<file path="src/rtl/core/fpr_pkg.sv">
package fpr_pkg;

    localparam int MAX_FRAMES = 8;
    localparam int PAGE_BITS  = 16;
    localparam int AGE_BITS   = 16;

    // Frame address and frame count widths.
    localparam int IDX_W   = (MAX_FRAMES > 1) ? $clog2(MAX_FRAMES) : 1;
    localparam int CNT_W   = $clog2(MAX_FRAMES + 1);
    localparam int ENTRY_W = PAGE_BITS + AGE_BITS;

    // Fixed widths of the item fields.
    localparam int CFG_W     = 4;
    localparam int PAGE_W    = 16;
    localparam int OUTCOME_W = 2;
    localparam int FIDX_W    = 3;
    localparam int HITS_W    = 32;

    localparam logic [AGE_BITS-1:0] AGE_ZERO = '0;
    localparam logic [AGE_BITS-1:0] AGE_ONE  = AGE_BITS'(1);
    localparam logic [AGE_BITS-1:0] AGE_MAX  = '1;

    localparam logic [CFG_W-1:0] FRAMES_RESET = CFG_W'(4);

    localparam logic [OUTCOME_W-1:0] OUTCOME_HIT     = 2'd0;
    localparam logic [OUTCOME_W-1:0] OUTCOME_FILL    = 2'd1;
    localparam logic [OUTCOME_W-1:0] OUTCOME_REPLACE = 2'd2;

    typedef struct packed {
        logic [PAGE_BITS-1:0] page;
        logic [CNT_W-1:0]     frames;
    } fpr_req_t;

    typedef struct packed {
        logic [OUTCOME_W-1:0] outcome;
        logic [FIDX_W-1:0]    frame_index;
        logic [PAGE_W-1:0]    evicted_page;
        logic [HITS_W-1:0]    hit_count;
    } fpr_res_t;

endpackage

</file>
<file path="src/rtl/core/fpr_engine.sv">
module fpr_engine (
    input  logic              aclk,
    input  logic              aresetn,
    input  logic              req_valid,
    input  fpr_pkg::fpr_req_t req,
    output logic              req_ready,
    output logic              res_valid,
    output fpr_pkg::fpr_res_t res,
    input  logic              res_ready
);

    localparam logic [2:0] ST_CLEAR = 3'd0;
    localparam logic [2:0] ST_IDLE  = 3'd1;
    localparam logic [2:0] ST_SCAN  = 3'd2;
    localparam logic [2:0] ST_UPD   = 3'd3;
    localparam logic [2:0] ST_DONE  = 3'd4;

    // Frame table: page number in the upper bits, age in the lower bits.
    logic [fpr_pkg::ENTRY_W-1:0] mem [fpr_pkg::MAX_FRAMES];

    logic [2:0]                    state_reg, state_next;
    logic [fpr_pkg::CNT_W-1:0]     issue_cnt_reg, issue_cnt_next;
    logic [fpr_pkg::CNT_W-1:0]     n_reg, n_next;
    logic [fpr_pkg::PAGE_BITS-1:0] page_reg, page_next;
    logic                          hit_reg, hit_next;
    logic [fpr_pkg::IDX_W-1:0]     hit_idx_reg, hit_idx_next;
    logic [fpr_pkg::IDX_W-1:0]     victim_reg, victim_next;
    logic [fpr_pkg::AGE_BITS-1:0]  best_age_reg, best_age_next;
    logic [fpr_pkg::PAGE_BITS-1:0] victim_page_reg, victim_page_next;
    logic [fpr_pkg::HITS_W-1:0]    hit_total_reg, hit_total_next;
    logic                          rd_valid_reg, rd_valid_next;
    logic [fpr_pkg::IDX_W-1:0]     rd_idx_reg, rd_idx_next;
    logic [fpr_pkg::ENTRY_W-1:0]   rd_data_reg;

    logic                          mem_we, mem_re;
    logic [fpr_pkg::IDX_W-1:0]     mem_waddr, mem_raddr;
    logic [fpr_pkg::ENTRY_W-1:0]   mem_wdata;

    logic [fpr_pkg::PAGE_BITS-1:0] entry_page;
    logic [fpr_pkg::AGE_BITS-1:0]  entry_age;
    logic                          match;
    logic                          last_entry;
    logic                          issue_more;

    assign entry_page = rd_data_reg[fpr_pkg::ENTRY_W-1 -: fpr_pkg::PAGE_BITS];
    assign entry_age  = rd_data_reg[fpr_pkg::AGE_BITS-1:0];
    assign match      = (page_reg != '0) && (entry_page == page_reg) && !hit_reg;
    assign last_entry = (fpr_pkg::CNT_W'(rd_idx_reg) == n_reg - fpr_pkg::CNT_W'(1));
    assign issue_more = (issue_cnt_reg < n_reg);

    always_ff @(posedge aclk) begin
        if (mem_we) begin
            mem[mem_waddr] <= mem_wdata;
        end
        if (mem_re) begin
            rd_data_reg <= mem[mem_raddr];
        end
    end

    always_comb begin
        state_next       = state_reg;
        issue_cnt_next   = issue_cnt_reg;
        n_next           = n_reg;
        page_next        = page_reg;
        hit_next         = hit_reg;
        hit_idx_next     = hit_idx_reg;
        victim_next      = victim_reg;
        best_age_next    = best_age_reg;
        victim_page_next = victim_page_reg;
        hit_total_next   = hit_total_reg;
        rd_valid_next    = 1'b0;
        rd_idx_next      = issue_cnt_reg[fpr_pkg::IDX_W-1:0];
        mem_we           = 1'b0;
        mem_re           = 1'b0;
        mem_waddr        = rd_idx_reg;
        mem_wdata        = rd_data_reg;
        mem_raddr        = issue_cnt_reg[fpr_pkg::IDX_W-1:0];
        req_ready        = 1'b0;
        res_valid        = 1'b0;

        unique case (state_reg)
            ST_CLEAR: begin
                mem_we         = 1'b1;
                mem_waddr      = issue_cnt_reg[fpr_pkg::IDX_W-1:0];
                mem_wdata      = {{fpr_pkg::PAGE_BITS{1'b0}}, fpr_pkg::AGE_ONE};
                issue_cnt_next = issue_cnt_reg + fpr_pkg::CNT_W'(1);
                if (issue_cnt_reg == fpr_pkg::CNT_W'(fpr_pkg::MAX_FRAMES - 1)) begin
                    issue_cnt_next = '0;
                    state_next     = ST_IDLE;
                end
            end
            ST_IDLE: begin
                req_ready = 1'b1;
                if (req_valid) begin
                    page_next        = req.page;
                    n_next           = req.frames;
                    hit_next         = 1'b0;
                    hit_idx_next     = '0;
                    victim_next      = '0;
                    best_age_next    = '0;
                    victim_page_next = '0;
                    issue_cnt_next   = '0;
                    state_next       = ST_SCAN;
                end
            end
            ST_SCAN: begin
                if (issue_more) begin
                    mem_re         = 1'b1;
                    rd_valid_next  = 1'b1;
                    issue_cnt_next = issue_cnt_reg + fpr_pkg::CNT_W'(1);
                end
                if (rd_valid_reg) begin
                    if (match) begin
                        hit_next     = 1'b1;
                        hit_idx_next = rd_idx_reg;
                    end
                    if ((rd_idx_reg == '0) || (entry_age > best_age_reg)) begin
                        best_age_next    = entry_age;
                        victim_next      = rd_idx_reg;
                        victim_page_next = entry_page;
                    end
                    if (last_entry) begin
                        issue_cnt_next = '0;
                        state_next     = ST_UPD;
                        if (hit_reg || match) begin
                            hit_total_next = hit_total_reg + fpr_pkg::HITS_W'(1);
                        end
                    end
                end
            end
            ST_UPD: begin
                if (issue_more) begin
                    mem_re         = 1'b1;
                    rd_valid_next  = 1'b1;
                    issue_cnt_next = issue_cnt_reg + fpr_pkg::CNT_W'(1);
                end
                if (rd_valid_reg) begin
                    mem_we = 1'b1;
                    if (hit_reg && (rd_idx_reg == hit_idx_reg)) begin
                        mem_wdata = rd_data_reg;
                    end else if (!hit_reg && (rd_idx_reg == victim_reg)) begin
                        mem_wdata = {page_reg, fpr_pkg::AGE_ZERO};
                    end else if (entry_age == fpr_pkg::AGE_MAX) begin
                        mem_wdata = rd_data_reg;
                    end else begin
                        mem_wdata = {entry_page, entry_age + fpr_pkg::AGE_BITS'(1)};
                    end
                    if (last_entry) begin
                        state_next = ST_DONE;
                    end
                end
            end
            ST_DONE: begin
                res_valid = 1'b1;
                if (res_ready) begin
                    state_next = ST_IDLE;
                end
            end
            default: begin
                state_next = ST_IDLE;
            end
        endcase
    end

    always_comb begin
        res.hit_count = hit_total_reg;
        if (hit_reg) begin
            res.outcome      = fpr_pkg::OUTCOME_HIT;
            res.frame_index  = fpr_pkg::FIDX_W'(hit_idx_reg);
            res.evicted_page = '0;
        end else begin
            res.frame_index  = fpr_pkg::FIDX_W'(victim_reg);
            res.evicted_page = fpr_pkg::PAGE_W'(victim_page_reg);
            res.outcome      = (victim_page_reg == '0) ? fpr_pkg::OUTCOME_FILL
                                                        : fpr_pkg::OUTCOME_REPLACE;
        end
    end

    always_ff @(posedge aclk) begin
        if (!aresetn) begin
            state_reg     <= ST_CLEAR;
            issue_cnt_reg <= '0;
            hit_total_reg <= '0;
            rd_valid_reg  <= 1'b0;
            n_reg         <= fpr_pkg::CNT_W'(1);
            hit_reg       <= 1'b0;
        end else begin
            state_reg     <= state_next;
            issue_cnt_reg <= issue_cnt_next;
            hit_total_reg <= hit_total_next;
            rd_valid_reg  <= rd_valid_next;
            n_reg         <= n_next;
            hit_reg       <= hit_next;
        end
    end

    always_ff @(posedge aclk) begin
        page_reg        <= page_next;
        hit_idx_reg     <= hit_idx_next;
        victim_reg      <= victim_next;
        best_age_reg    <= best_age_next;
        victim_page_reg <= victim_page_next;
        rd_idx_reg      <= rd_idx_next;
    end

    // The write-back of one frame never lands on the frame being read.
    a_no_rw_collision: assert property (@(posedge aclk) disable iff (!aresetn)
        (mem_we && mem_re) |-> (mem_waddr != mem_raddr))
        else $error("frame table read and write hit the same entry");

    // Reads never run past the frames taking part.
    a_issue_bound: assert property (@(posedge aclk) disable iff (!aresetn)
        ((state_reg == ST_SCAN) || (state_reg == ST_UPD)) |->
            ((issue_cnt_reg <= n_reg) && (n_reg != '0)))
        else $error("frame read counter beyond frame count");

    // Read data is only in flight during the two passes.
    a_rd_in_pass: assert property (@(posedge aclk) disable iff (!aresetn)
        rd_valid_reg |-> ((state_reg == ST_SCAN) || (state_reg == ST_UPD)))
        else $error("frame read returned outside a pass");

    // The hit total moves only at the end of a lookup pass.
    a_hits_stable: assert property (@(posedge aclk) disable iff (!aresetn)
        (state_reg != ST_SCAN) |=> $stable(hit_total_reg))
        else $error("hit total changed outside lookup");

endmodule

</file>
<file path="src/rtl/core/fifo_page_replacement.sv">
// FIFO page replacement over up to eight physical frames.
//
// Input channel (s_valid/s_ready, s_page_number): one page reference per item.
// Result channel (m_valid/m_ready): one result item per reference, giving the
// outcome (hit, fill of an empty frame or replacement), the frame that hit or
// now holds the page, the evicted page and the running hit count.
// Configuration channel (cfg_valid/cfg_ready, cfg_data): sets the number of
// frames in use; it is always ready and should only be written while idle.
//
// Each reference makes two passes over the frame table memory through its
// single read port, one lookup/victim pass and one aging write-back pass.
// The engine takes a new item only after the previous one has finished both
// passes and handed its result on, so references do not overlap. The memory
// port and its registered read set the pace of each pass.
//
// After reset the frame table is cleared (all frames empty, age one) while
// s_ready stays low; the frame count returns to four and the hit count to
// zero. A finished result sits in the output register, so the engine takes
// the next item while the receiver stalls; only when a second result is ready
// and the first is still waiting does the engine hold.
module fifo_page_replacement (
    input  logic                              aclk,
    input  logic                              aresetn,
    input  logic                              cfg_valid,
    output logic                              cfg_ready,
    input  logic [fpr_pkg::CFG_W-1:0]         cfg_data,
    input  logic                              s_valid,
    output logic                              s_ready,
    input  logic [fpr_pkg::PAGE_W-1:0]        s_page_number,
    output logic                              m_valid,
    input  logic                              m_ready,
    output logic [fpr_pkg::OUTCOME_W-1:0]     m_outcome,
    output logic [fpr_pkg::FIDX_W-1:0]        m_frame_index,
    output logic [fpr_pkg::PAGE_W-1:0]        m_evicted_page,
    output logic [fpr_pkg::HITS_W-1:0]        m_hit_count
);

    logic [fpr_pkg::CFG_W-1:0] frames_reg;
    logic [fpr_pkg::CNT_W-1:0] frames_eff;
    fpr_pkg::fpr_req_t         req;
    fpr_pkg::fpr_res_t         res;
    logic                      res_valid;
    logic                      res_ready;
    logic                      m_valid_reg;
    fpr_pkg::fpr_res_t         out_reg;

    assign cfg_ready = 1'b1;

    always_ff @(posedge aclk) begin
        if (!aresetn) begin
            frames_reg <= fpr_pkg::FRAMES_RESET;
        end else if (cfg_valid) begin
            frames_reg <= cfg_data;
        end
    end

    // A frame count of zero acts as one; anything above the table acts as full.
    always_comb begin
        if (frames_reg == '0) begin
            frames_eff = fpr_pkg::CNT_W'(1);
        end else if (int'(frames_reg) > fpr_pkg::MAX_FRAMES) begin
            frames_eff = fpr_pkg::CNT_W'(fpr_pkg::MAX_FRAMES);
        end else begin
            frames_eff = fpr_pkg::CNT_W'(frames_reg);
        end
    end

    assign req.page   = fpr_pkg::PAGE_BITS'(s_page_number);
    assign req.frames = frames_eff;

    fpr_engine u_engine (
        .aclk      (aclk),
        .aresetn   (aresetn),
        .req_valid (s_valid),
        .req       (req),
        .req_ready (s_ready),
        .res_valid (res_valid),
        .res       (res),
        .res_ready (res_ready)
    );

    // Output register: loads whenever it is empty or being drained.
    assign res_ready = !m_valid_reg || m_ready;

    always_ff @(posedge aclk) begin
        if (!aresetn) begin
            m_valid_reg <= 1'b0;
        end else if (res_ready) begin
            m_valid_reg <= res_valid;
        end
    end

    always_ff @(posedge aclk) begin
        if (res_ready && res_valid) begin
            out_reg <= res;
        end
    end

    assign m_valid        = m_valid_reg;
    assign m_outcome      = out_reg.outcome;
    assign m_frame_index  = out_reg.frame_index;
    assign m_evicted_page = out_reg.evicted_page;
    assign m_hit_count    = out_reg.hit_count;

endmodule

</file>
<file path="config.mk">
export PLATFORM = sky130hd
export DESIGN_NAME = fifo_page_replacement
export DESIGN_NICKNAME = d
export VERILOG_FILES = /design/src/rtl/core/fpr_pkg.sv /design/src/rtl/core/fpr_engine.sv /design/src/rtl/core/fifo_page_replacement.sv
export SDC_FILE = /design/constraint.sdc
export NUM_CORES = 1
export LEC_CHECK = 0
export BUFFER_PORTS_ARGS = -buffer_cell sky130_fd_sc_hd__buf_2
export CORE_MARGIN = 5
export CORE_UTILIZATION = 25
export DETAILED_ROUTE_END_ITERATION = 8
export PLACE_DENSITY = 0.51
export REMOVE_ABC_BUFFERS = 1
export SLEW_MARGIN = 10
export SYNTH_ARGS = -nofsm -noshare
export SYNTH_HDL_FRONTEND = slang
export SYNTH_SLANG_ARGS = --single-unit
export TNS_END_PERCENT = 1
</file>
<file path="constraint.sdc">
create_clock -name aclk -period 3.55 [get_ports aclk]
set_input_delay 0.71 -clock aclk [delete_from_list [all_inputs] [get_ports aclk]]
set_output_delay 0.71 -clock aclk [all_outputs]
set_load 0.05 [all_outputs]
</file>
* Word level (Yosys, flattened, before mapping) *
Memory sizes are Yosys's and may differ from the RTL's. A register that Yosys moved wholly into a read port is not among the register bits.
Index checks and enable logic that the tools add are counted.

cells by class
  multiply operators = 0
  eq/ne operators = 19
  add/subtract/negate cells = 4
  bitwise logic cells = 0
  muxes and demuxes = 50
  divide/modulo/power cells = 0
  reductions and logical operators = 24
  order comparisons = 3
  shifts and indexed selects = 0

operator list
  kind                   number
  $mux 16                6
  $mux 32                3
  $pmux 16 s2            2
  $pmux 32 s2            1
  $mux 3                 13
  $add 32x1->32 const B  1
  $mux 4                 7
  $mux 19                1
  $add 16x1->16 const B  1
  $eq 16x16->1           1
  $eq 16x16->1 const B   1
  $gt 16x16->1           1
  $logic_not 16->1       1
  $pmux 4 s4             1
  $reduce_bool 16->1     1
  $pmux 3 s5             1
  $ne 2x1->1 const B     7
  $pmux 3 s2             2
  $reduce_and 4->1       3
  $mux 1                 10
  $reduce_and 7->1       1
  $eq 3x2->1 const B     2
  $eq 3x3->1             2
  $logic_not 3->1        2
  19 further kinds       29

word-level totals
  bits of input ports = 25
  bits in latches = 0
  bits in writable memories = 256
  ROM bits = 0
  register bits after elaboration = 160
  output and inout port bits = 56
  memories kept = 1

memory list
  name          words  width  rd ports  clocked after Yosys merged registers in  write ports  line              RTL
  u_engine.mem  8      32     1         1                                        1            fpr_engine.sv:19  logic [fpr_pkg::ENTRY_W-1:0] mem [fpr_pkg::MAX_FRAMES];

* Longest topological paths before layout *
Gate-level depths: netlist (run 1).

  depth after elaboration = 6
  gate-level depth with buffers = 12
  depth with buffers taken out = 8

* Cells and area by module *
From an unflattened synthesis (run 1), not the netlist that was laid out.

second synthesis, totals
  cells, all modules = 1246
  area total of the unflattened synthesis = 18639.1 µm²

by module, submodules not included
  module                 instances  area an instance (µm²)  cells each
  fpr_engine             1          16801.1                 1168
  fifo_page_replacement  1          1838.0                  78

* Least setup slack after synthesis (run 1) *
No wires, ideal clock.

  path type = reg2reg
  from = register u_engine.state_reg[2]
  to = register u_engine.best_age_reg[0] (netlist name) (enable)
  slack = -882 ps
  arrival = 3993 ps
  cell stages (with the launch flop) = 6
  clock period less this slack = 4432 ps
  cell sequence = dfxtp_1 > clkbuf_1 > nor3b_1 > nand2_1 > a22o_1 > a21oi_1

between the ends
  longest elaborated chain between the ends = 3
  elaborated cells between the ends (all ways) = 7
  those cells by class = 5 x eq/ne; 2 x reduce/logical

RTL lines
  element                                             line               RTL
  start: declaration                                  fpr_engine.sv:21   logic [2:0] state_reg, state_next;
  start signal: assignment                            fpr_engine.sv:188  state_reg <= state_next;
  $eq 3x2->1 or $eq 3x1->1 (tied branches)            fpr_engine.sv:81   unique case (state_reg)
  $ne 2x1->1 (no line), or another cell as far along  -
  $reduce_and 4->1 (no line) (*)                      -
  end signal: assignment                              fpr_engine.sv:201  best_age_reg <= best_age_next;
  end: declaration                                    fpr_engine.sv:28   logic [fpr_pkg::AGE_BITS-1:0] best_age_reg, best_age_next;

Every way passes the cells marked *; elsewhere a longest branch is shown, timed or not.
A chain may end at the register's enable or synchronous reset.

* Worst setup path in the final report (run 1) *
  from = register u_engine.rd_data_reg[0] (netlist name), read port of u_engine.mem
  to = memory u_engine.mem[3][5] (netlist name) (data pin)

between the ends
  longest elaborated chain between the ends = 6
  elaborated cells between the ends (all ways) = 7
  those cells by class = 1 x add/sub; 1 x eq/ne; 5 x mux

RTL lines
  element                                        line                                  RTL
  start: declaration                             fpr_engine.sv:33                      logic [fpr_pkg::ENTRY_W-1:0] rd_data_reg;
  $add 16x1->16 or $eq 16x16->1 (tied branches)  fpr_engine.sv:146, fpr_engine.sv:143
  $mux 16 (*)                                    fpr_engine.sv:143                     end else if (entry_age == fpr_pkg::AGE_MAX) begin
  $mux 32 (*)                                    fpr_engine.sv:141                     end else if (!hit_reg && (rd_idx_reg == victim_reg)) begin
  $mux 32 (*)                                    fpr_engine.sv:139                     if (hit_reg && (rd_idx_reg == hit_idx_reg)) begin
  $mux 32 (*)                                    fpr_engine.sv:137                     if (rd_valid_reg) begin
  $pmux 32 s2 (*)                                fpr_engine.sv:81
  named net u_engine.mem_wdata, one bit          fpr_engine.sv:37                      logic [fpr_pkg::ENTRY_W-1:0] mem_wdata;
  end: declaration                               fpr_engine.sv:19

The timed path passes the listed nets; every way through them passes the cells marked *.

==> key figures, run 1 <==
Clock network
  • H-tree lvl count: 2
  • Clock root buffer master: clkbuf_16
  • Clock Sinks: 448
  • Clock slew seen by the registers of the worst setup and hold paths: 60 ps
  • Num CTS Buffers: 47
  • CTS tree: yes
  • Setup bufs post-CTS: 0
  • Maximum buffer depth of the clock tree: 3
  • CTS resizes: 0
  • Clock Latency Late Sink: 600 ps
  • Hold-fix buffers, CTS: 0

Cells and area
  • Area delta synth->final: 17.4%
  • Most frequent cells in the layout: edfxtp_1 (395), buf_2 (79), mux4_2 (64)
  • Final #Nets: 1297
  • Biggest register: u_engine.mem
  • Most common cell after layout, fill and taps aside: edfxtp_1
  • Share of post-route cells with drive strength above 1: 0.225
  • Fin area: 21700 µm²
  • Final core occ: 0.296
  • # fillers: 7251
  • Multi-input gate area: 5250 µm²
  • Storage element area: 12900 µm²
  • Antenna cells: 0
  • Max FFs per register: 256

Floorplan
  • Chip height: 282 µm
  • Row count: 99
  • Io pins: 81
  • Chip Width: 282 µm
  • Die area: 79500 µm²
  • Core footprint: 73200 µm²
  • Starting Density: 0.253

Drt
  • # DRC: 0
  • Routed wire per std cell: 19.4 µm
  • DRT iter0 DRCs: 916
  • Vias per cell: 4.67
  • ANT nets after route: 0
  • Routed vias: 10500
  • Pre-antenna DRT Iters: 4
  • WL final: 43.5 mm

Global route
  • Global-route wire length before repair: 65.8 mm
  • Total gr overflow: 0
  • Antenna violations before repair: 0
  • Largest net degree at the start of global routing: 62
  • GRT Total Usage: 0.108
  • Vias in the first global route: 10600

Logic synthesis
  • Area contributors post-synth: edfxtp_1 (64%), mux4_2 (7.8%), dfxtp_1 (5.7%)
  • Top_reg_cell synth: edfxtp_1
  • Total of flip-flops plus latches after synthesis: 448
  • Post-synth EDFFs: 395
  • Yosys warns: 0
  • Yosys top cell area share: 0.642
  • Register area share after synthesis: 0.699
  • Mean area per synthesized cell: 16.0 µm²
  • Synth unique cells: 56
  • Synth Instances: 1154
  • Top cell type by total area after synthesis: edfxtp_1
  • Area of the mapped netlist: 18500 µm²
  • Asr flop ratio synth: 0

STA
  • Max transition margin: 0.253
  • Final worst slack: 354 ps
  • Min Clock Period, post-route: 3200 ps
  • RSZ-0062 raised after global routing: false
  • Final Max Slew Viols: 0
  • Fmax: 0.313 GHz
  • Slew @ Worst Pin: 1110 ps
  • Final Hold Fails: 0
  • Clock Skew: 33.4 ps
  • Setup violators final: 0
  • Tcrit/Tclk final: 0.900
  • Sum Neg Setup Slack: 0 ps

Status
  • Status: completed

Placement
  • Placed Area: 20200 µm²
  • DP HPWL: 26.2 mm
  • GPL Wtd Cong: 0.764
  • Worst slack, placed: 402 ps
  • Input/output buffers: 79

Setup path
  • Crit path launch type: register
  • CP Data Required Time: 3790 ps
  • Critical Path Start: u_engine.rd_data_reg[0]
  • RR Startpoint: u_engine.rd_data_reg[0]
  • Reg2Reg Depth: 6
  • Worst setup EP type: register
  • CP Class: reg -> reg
  • Worst path arrival time: 3440 ps
  • CP max FO: 8

Pwr
  • Total power: 16200 µW
  • Pwr dens: 746 nW/µm²
  • Worst vdd ir: 0.000672 V
  • Pleak: 0.00701 µW

Hold path
  • Hold Crit Start: s_page_number[4]
  • Worst Hold Class: in -> reg
  • Worst Hold Depth: 1

Run
  • Max cap viols: 0
==> logic make-up after synthesis <==
| logic type | Yosys count | share of synthesized area |
|---|---|---|
| simple gates | 282 | 0.0874 |
| xor+xnor | 28 | 0.0133 |
| flops | 448 | 0.699 |
| compound gates | 167 | 0.0598 |
| buf+inv | 99 | 0.0217 |
| fa+ha+maj | 23 | 0.0156 |
| other cells | 1 | 0.000203 |
| mux | 106 | 0.103 |
==> worst max-delay path, cell delays in order (launching register included) <==
cell	delay, ps
edfxtp_1	480
ha_1	290
and4_1	250
and4_1	300
a21oi_1	490
nand3_1	240
o31ai_1	810
==> routing by layer <==
metal / track usage / share of wire / vias up
li1: - / - / 4751
met1: 0.148 / 0.45 / 5367
met2: 0.172 / 0.47 / 280
met3: 0.0209 / 0.053 / 82
met4: 0.0375 / 0.028 / 0
met5: 0 / 0 / -
==> final timing paths <==
kind	to	slack, ps
setup / recovery	u_engine.mem[3][5]	350
hold reg to reg	u_engine.n_reg[3]	470
setup reg to reg	u_engine.mem[3][5]	350
hold / removal	u_engine.page_reg[4]	290
==> power by group <==
| part | internal, µW | switching, µW | leakage, µW |
|---|---|---|---|
| Clock | 2700 | 2020 | 0.000707 |
| Sequential | 7260 | 434 | 0.00410 |
| Combinational | 1550 | 2230 | 0.00221 |
==> cell type report <==
class	instances	share of cell area
clock buffers	64	0.0576
clock inverters	22	0.00980
inverters	39	0.00674
multi-input cells	607	0.242
flip-flops and latches	448	0.596
well taps	959	0.0553
repair buffers	106	0.0327
==> synthesized netlist by cell type, drive strengths merged, types with 3 or more instances <==
cell type	n
a21o	6
nand2	48
buf	14
o31ai	29
edfxtp	395
dfxtp	53
nand2b	7
xnor2	15
inv	39
nand3	16
nor2	38
mux4	64
mux2	35
xor2	13
nor3	8
clkbuf	46
nor2b	22
mux2i	7
ha	23
o22ai	3
a41oi	3
a22o	19
o21ai	18
nor4	15
a31oi	10
o41ai	3
nor3b	8
and4	6
or4b	3
or4	26
a21oi	55
a311oi	5
nand4	23
and3	9
and2	42
or3	7
a211oi	3
o211ai	3
==> per-stage QoR <==
stage	instances	hold slack [ps]
detailed placement	2159	460
floorplan	1094	421
global placement	2159	442
CTS	2245	243
global route	2245	251
finish	2245	289
Note: power is estimated with default switching activity, not from simulation.
==> run 2, diff against run 1 <==
--- a/config.mk
+++ b/config.mk
@@ -6,13 +6,16 @@
 export NUM_CORES = 1
 export LEC_CHECK = 0
 export BUFFER_PORTS_ARGS = -buffer_cell sky130_fd_sc_hd__buf_2
+export CELL_PAD_IN_SITES_DETAIL_PLACEMENT = 0
+export CELL_PAD_IN_SITES_GLOBAL_PLACEMENT = 1
 export CORE_MARGIN = 5
 export CORE_UTILIZATION = 25
 export DETAILED_ROUTE_END_ITERATION = 8
-export PLACE_DENSITY = 0.51
+export PLACE_DENSITY = 0.57
 export REMOVE_ABC_BUFFERS = 1
 export SLEW_MARGIN = 10
 export SYNTH_ARGS = -nofsm -noshare
 export SYNTH_HDL_FRONTEND = slang
+export SYNTH_HIERARCHICAL = 1
 export SYNTH_SLANG_ARGS = --single-unit
 export TNS_END_PERCENT = 1
==> key figures, run 2 <==
Floorplan
  • Die area: 80100 µm²
  • Io pins: 81
  • Core footprint: 74200 µm²
  • Chip Width: 283 µm
  • Chip height: 283 µm
  • Starting Density: 0.251
  • Row count: 100

Placement
  • GPL Wtd Cong: 0.773
  • Input/output buffers: 79
  • Inst Count DP: 2263
  • Placed Area: 20400 µm²
  • DP HPWL: 28.1 mm

Pwr
  • Pwr dens: 634 nW/µm²
  • Clock power frac: 0.355
  • Combinational power share: 0.160
  • Reg power frac: 0.485
  • P_sw: 3640 µW
  • Pleak: 0.00743 µW
  • Cell Int Power: 10300 µW
  • Switching part of the total: 0.261
  • Worst vdd ir: 0.000323 V

Global route
  • Global-route wire length before repair: 68.4 mm
  • Antenna violations before repair: 1
  • Largest net degree at the start of global routing: 68
  • GRT Total Usage: 0.108
  • Vias in the first global route: 11100
  • Total gr overflow: 0

Logic synthesis
  • Post-Synth Simple-Gate Area: 0.111
  • Asr flop ratio synth: 0
  • Register area share after synthesis: 0.693
  • Synth Area in Compound Gates: 0.0601
  • Mux cell area share after synthesis: 0.0851
  • Largest family of logic cells by synthesized area: simple AND/OR/NAND/NOR gates
  • Area contributors post-synth: edfxtp_1 (64%), mux4_2 (7.7%), dfxtp_1 (5.7%)
  • Synth unique cells: 70
  • Top_reg_cell synth: edfxtp_1
  • Mean area per synthesized cell: 15.0 µm²
  • Area of the mapped netlist: 18600 µm²
  • Synth cell count leaders: edfxtp_1 (395), nand2_1 (151), mux4_2 (64)
  • Top cell type by total area after synthesis: edfxtp_1
  • Post-synth EDFFs: 395
  • Area share of fa/ha/maj cells after synthesis: 0.0154
  • Most frequent cell after synthesis: edfxtp_1
  • Synth Instances: 1246
  • Total of flip-flops plus latches after synthesis: 448
  • Xor/xnor share of the synthesized area: 0.0127
  • Yosys warns: 6
  • Yosys top cell area share: 0.636

Setup path
  • CP Class: reg -> reg
  • CP peak stage delay: 540 ps
  • Crit-path slowest cell: a31oi_1
  • Sequence of cells on the critical path: ha_1 -> and2_0 -> and4_1 -> a21bo_2 -> nor3_1 -> a31oi_1 -> a31oi_1
  • FF-to-FF setup slack: 540 ps
  • Bufs and invs on worst path: 0
  • Crit path launch type: register
  • CP Data Required Time: 3840 ps
  • Worst path arrival time: 3310 ps
  • CP max FO: 8
  • Delay-heaviest family, CP: simple AND/OR/NAND/NOR gates
  • Worst setup EP type: register
  • Most frequent CP cell: a31oi_1

Hold path
  • Worst Hold Class: in -> reg

STA
  • Final Hold Fails: 0
  • RSZ-0062 raised after global routing: false
  • Setup violators final: 0
  • Min Clock Period, post-route: 3010 ps
  • Slew @ Worst Pin: 1090 ps
  • Fmax: 0.332 GHz
  • Final Max Slew Viols: 0
  • Sum Neg Setup Slack: 0 ps
  • Clock Skew: 32.6 ps
  • Max transition margin: 0.276
  • Tcrit/Tclk final: 0.848
  • Hold WS: 271 ps

Cells and area
  • Biggest register: u_engine/mem
  • Final core occ: 0.296
  • Most frequent cells in the layout: edfxtp_1 (395), nand2_1 (151), buf_2 (79)
  • Fin area: 22000 µm²
  • Antenna cells: 0
  • Max FFs per register: 256
  • Final #Nets: 1393
  • Count of non-filler cells in the finished layout: 2355
  • Most common cell after layout, fill and taps aside: edfxtp_1
  • Share of post-route cells with drive strength above 1: 0.201
  • Area delta synth->final: 17.8%

Drt
  • Vias per cell: 4.63
  • Routed wire per std cell: 18.9 µm
  • # DRC: 0
  • Routed vias: 10900
  • WL final: 44.5 mm
  • DRT iter0 DRCs: 612
  • Pre-antenna DRT Iters: 5
  • ANT nets after route: 0

Clock network
  • Hold-fix buffers, CTS: 0
  • Setup bufs post-CTS: 0
  • H-tree lvl count: 2
  • Maximum buffer depth of the clock tree: 3
  • CTS resizes: 0
  • Clock Sinks: 448
  • Clock Latency Late Sink: 610 ps
  • Num CTS Buffers: 49
  • Clock slew seen by the registers of the worst setup and hold paths: 60 ps
  • Clock root buffer master: clkbuf_16
  • CTS tree: yes

Status
  • Status: completed

Run
  • Max cap viols: 0
-- run 2: worst reg2reg max path: stages, from the launching register on --
cell and delay (ps):
edfxtp_1 460, ha_1 270, and2_0 250, and4_1 330, a21bo_2 280, nor3_1 420, a31oi_1 150, a31oi_1 540
-- run 2: layout make-up --
cell class / count / area, µm²
clock inverter: 29 / 275
multi-input combinational: 695 / 5390
clock buffer: 63 / 1310
sequential: 448 / 12900
tap: 969 / 1210
inverter: 39 / 146
fill: 7397 / 52200
timing repair buffer: 112 / 706
-- run 2: worst paths after layout --
path                                                  from                   end  cells past startpoint
worst max-delay path               u_engine/rd_data_reg[0]   u_engine/mem[0][11]                      7
worst min register to register  u_engine/hit_total_reg[31]       m_hit_count[31]                      0
worst max register to register     u_engine/rd_data_reg[0]   u_engine/mem[0][11]                      7
worst min-delay path                      s_page_number[0]  u_engine/page_reg[0]                      1
-- run 2: stage by stage --
stage / power, µW / setup slack (ps)
after global placement: 9110 / 598
after CTS: 14200 / 538
after detailed placement: 9150 / 546
after global routing: 14600 / 247
final: 13900 / 538
after floorplan: 8350 / -1600
-- run 2: logic make-up (layout without fill, tap and decap cells) --
| logic type | count (synthesis) | count (layout) |
|---|---|---|
| DFF | 448 | 448 |
| buffers and inverters | 103 | 243 |
| other | 1 | 1 |
| and+or+nand+nor | 397 | 397 |
| AOI/OAI and AO/OA | 169 | 169 |
| muxes | 78 | 78 |
| xor gates and xnor gates | 27 | 27 |
| adders and majority gates | 23 | 23 |
-- run 2: metal layers --
metal | up-vias | GRT usage | share of wire
li1 | 5030 | - | -
met1 | 5559 | 0.149 | 0.46
met2 | 239 | 0.173 | 0.46
met3 | 66 | 0.0219 | 0.048
met4 | 2 | 0.0368 | 0.024
met5 | - | 0 | 0.00036
-- run 2: power groups by stage --
stage / Sequential, µW / Clock, µW / Combinational (µW)
after CTS: 6770 / 5110 / 2280
final: 6750 / 4940 / 2230
after detailed placement: 6880 / 0 / 2270
after global routing: 6810 / 5310 / 2450
after global placement: 6850 / 0 / 2260
after floorplan: 6920 / 0 / 1430
==> run 3, diff against run 2 <==
--- a/config.mk
+++ b/config.mk
@@ -11,7 +11,7 @@
 export CORE_MARGIN = 5
 export CORE_UTILIZATION = 25
 export DETAILED_ROUTE_END_ITERATION = 8
-export PLACE_DENSITY = 0.57
+export PLACE_DENSITY = 0.55
 export REMOVE_ABC_BUFFERS = 1
 export SLEW_MARGIN = 10
 export SYNTH_ARGS = -nofsm -noshare
==> constraint.sdc (replaced) <==
create_clock -name aclk -period 2.86 [get_ports aclk]
set_input_delay 0.572 -clock aclk [delete_from_list [all_inputs] [get_ports aclk]]
set_output_delay 0.572 -clock aclk [all_outputs]
set_load 0.05 [all_outputs]
==> key figures, run 3 (same netlist as run 2, synthesis figures left out) <==
Status
  • Status: completed

Global route
  • Total gr overflow: 0
  • GRT Total Usage: 0.114
  • Antenna violations before repair: 3
  • Global-route wire length before repair: 70.9 mm
  • Largest net degree at the start of global routing: 62
  • Vias in the first global route: 11400

Setup path
  • CP Data Required Time: 3310 ps
  • Reg2Reg Depth: 10
  • CP Class: reg -> reg
  • Worst setup EP type: register
  • Crit path launch type: register
  • CP max FO: 8
  • Worst path arrival time: 3130 ps

Clock network
  • Hold-fix buffers, CTS: 0
  • Clock Sinks: 448
  • Num CTS Buffers: 50
  • Setup bufs post-CTS: 0
  • Clock slew seen by the registers of the worst setup and hold paths: 60 ps
  • H-tree lvl count: 2
  • CTS tree: yes
  • Clock Latency Late Sink: 610 ps
  • Clock root buffer master: clkbuf_16
  • Maximum buffer depth of the clock tree: 3

STA
  • Tcrit/Tclk final: 0.935
  • Max transition margin: 0.322
  • Hold WS: 155 ps
  • Fmax: 0.374 GHz
  • Slew @ Worst Pin: 1020 ps
  • Final Hold Fails: 0
  • Min Clock Period, post-route: 2670 ps
  • Final Max Slew Viols: 0
  • Clock Skew: 24.5 ps
  • RSZ-0062 raised after global routing: true
  • Setup violators final: 0

Drt
  • Routed vias: 11100
  • Routed wire per std cell: 19.5 µm
  • # DRC: 0
  • DRT iter0 DRCs: 691
  • Pre-antenna DRT Iters: 5
  • Vias per cell: 4.63
  • ANT nets after route: 0
  • WL final: 46.7 mm

Floorplan
  • Io pins: 81
  • Chip height: 283 µm
  • Starting Density: 0.251
  • Row count: 100
  • Chip Width: 283 µm
  • Core footprint: 74200 µm²
  • Die area: 80100 µm²

Cells and area
  • Biggest register: u_engine/mem
  • Most common cell after layout, fill and taps aside: edfxtp_1
  • Final core occ: 0.302
  • Final #Nets: 1435
  • Share of post-route cells with drive strength above 1: 0.226
  • Most frequent cells in the layout: edfxtp_1 (395), nand2_1 (151), buf_2 (79)
  • Max FFs per register: 256
  • Area delta synth->final: 20.2%
  • Antenna cells: 0
  • # fillers: 7361

Hold path
  • Worst Hold Depth: 1
  • Worst Hold Class: in -> reg

Pwr
  • Pleak: 0.00767 µW
  • Pwr dens: 790 nW/µm²
  • Worst vdd ir: 0.000501 V

Placement
  • Input/output buffers: 79
  • DP HPWL: 29.0 mm
  • GPL Wtd Cong: 0.798

Run
  • Max cap viols: 0
[run 3: cell count changes in the layout (fill, tap and decap cells not counted), sizes merged]
cell,before,now
bufinv,3,4
buf,112,153
clkinvlp,1,2
clkinv,24,18
clkbuf,63,69
[run 3: final cells by class]
cell class,instances,area (µm²),share of cell area
multi-input combinational,695,5410,0.241
clock buffer,69,1350,0.0604
inverter,39,146,0.00653
sequential,448,12900,0.577
tap,969,1210,0.0541
clock inverter,25,273,0.0122
timing repair buffer,153,1090,0.0486
[run 3: timing repair]
item / CTS / global route
setup endpoints to repair: 32 / 39
pin swaps: 0 / 0
gates cloned: 0 / 0
endpoints found under the hold margin: 0 / 0
gates resized for setup: 2 / 4
[run 3: layer usage]
layer,GRT usage,wire [µm]
met5,0,0
met3,0.0207,1930
met2,0.190,22300
met4,0.0339,1040
met1,0.152,21400
[run 3: path summary, 6_finish.rpt]
path                              startpoint                     to  slack [ps]
setup reg to reg     u_engine/rd_data_reg[1]     u_engine/mem[0][3]         190
setup / recovery     u_engine/rd_data_reg[1]     u_engine/mem[0][3]         190
hold / removal             s_page_number[13]  u_engine/page_reg[13]         150
hold reg to reg   u_engine/hit_total_reg[31]        m_hit_count[31]         470
[run 3: where the power goes]
part	switching [µW]	internal [µW]
Clock	2630	3700
Combinational	1850	1210
Sequential	213	8100
Total	4690	13000
[run 3: worst max-delay path: stages (launching register included)]
cell      delay [ps]
edfxtp_1         460
ha_1             260
and2_0           260
and4_1           250
buf_4            160
a21bo_2          250
nor3_1           240
buf_4            190
nand2_1           50
o21ai_1          220
buf_4            200
[run 3: per-stage QoR]
step	total power [µW]	setup slack, ps	cells	TNS, ps	area (µm²)
after detailed placement	11600	-210	2304	-4010	20800
final	17700	187	2398	0	22400
after floorplan	10400	-2290	1182	-585040	18400
after CTS	18000	78.8	2398	0	22400
after global placement	11600	-221	2304	-4320	20800
after global routing	18500	-12.6	2398	-22.8	22400
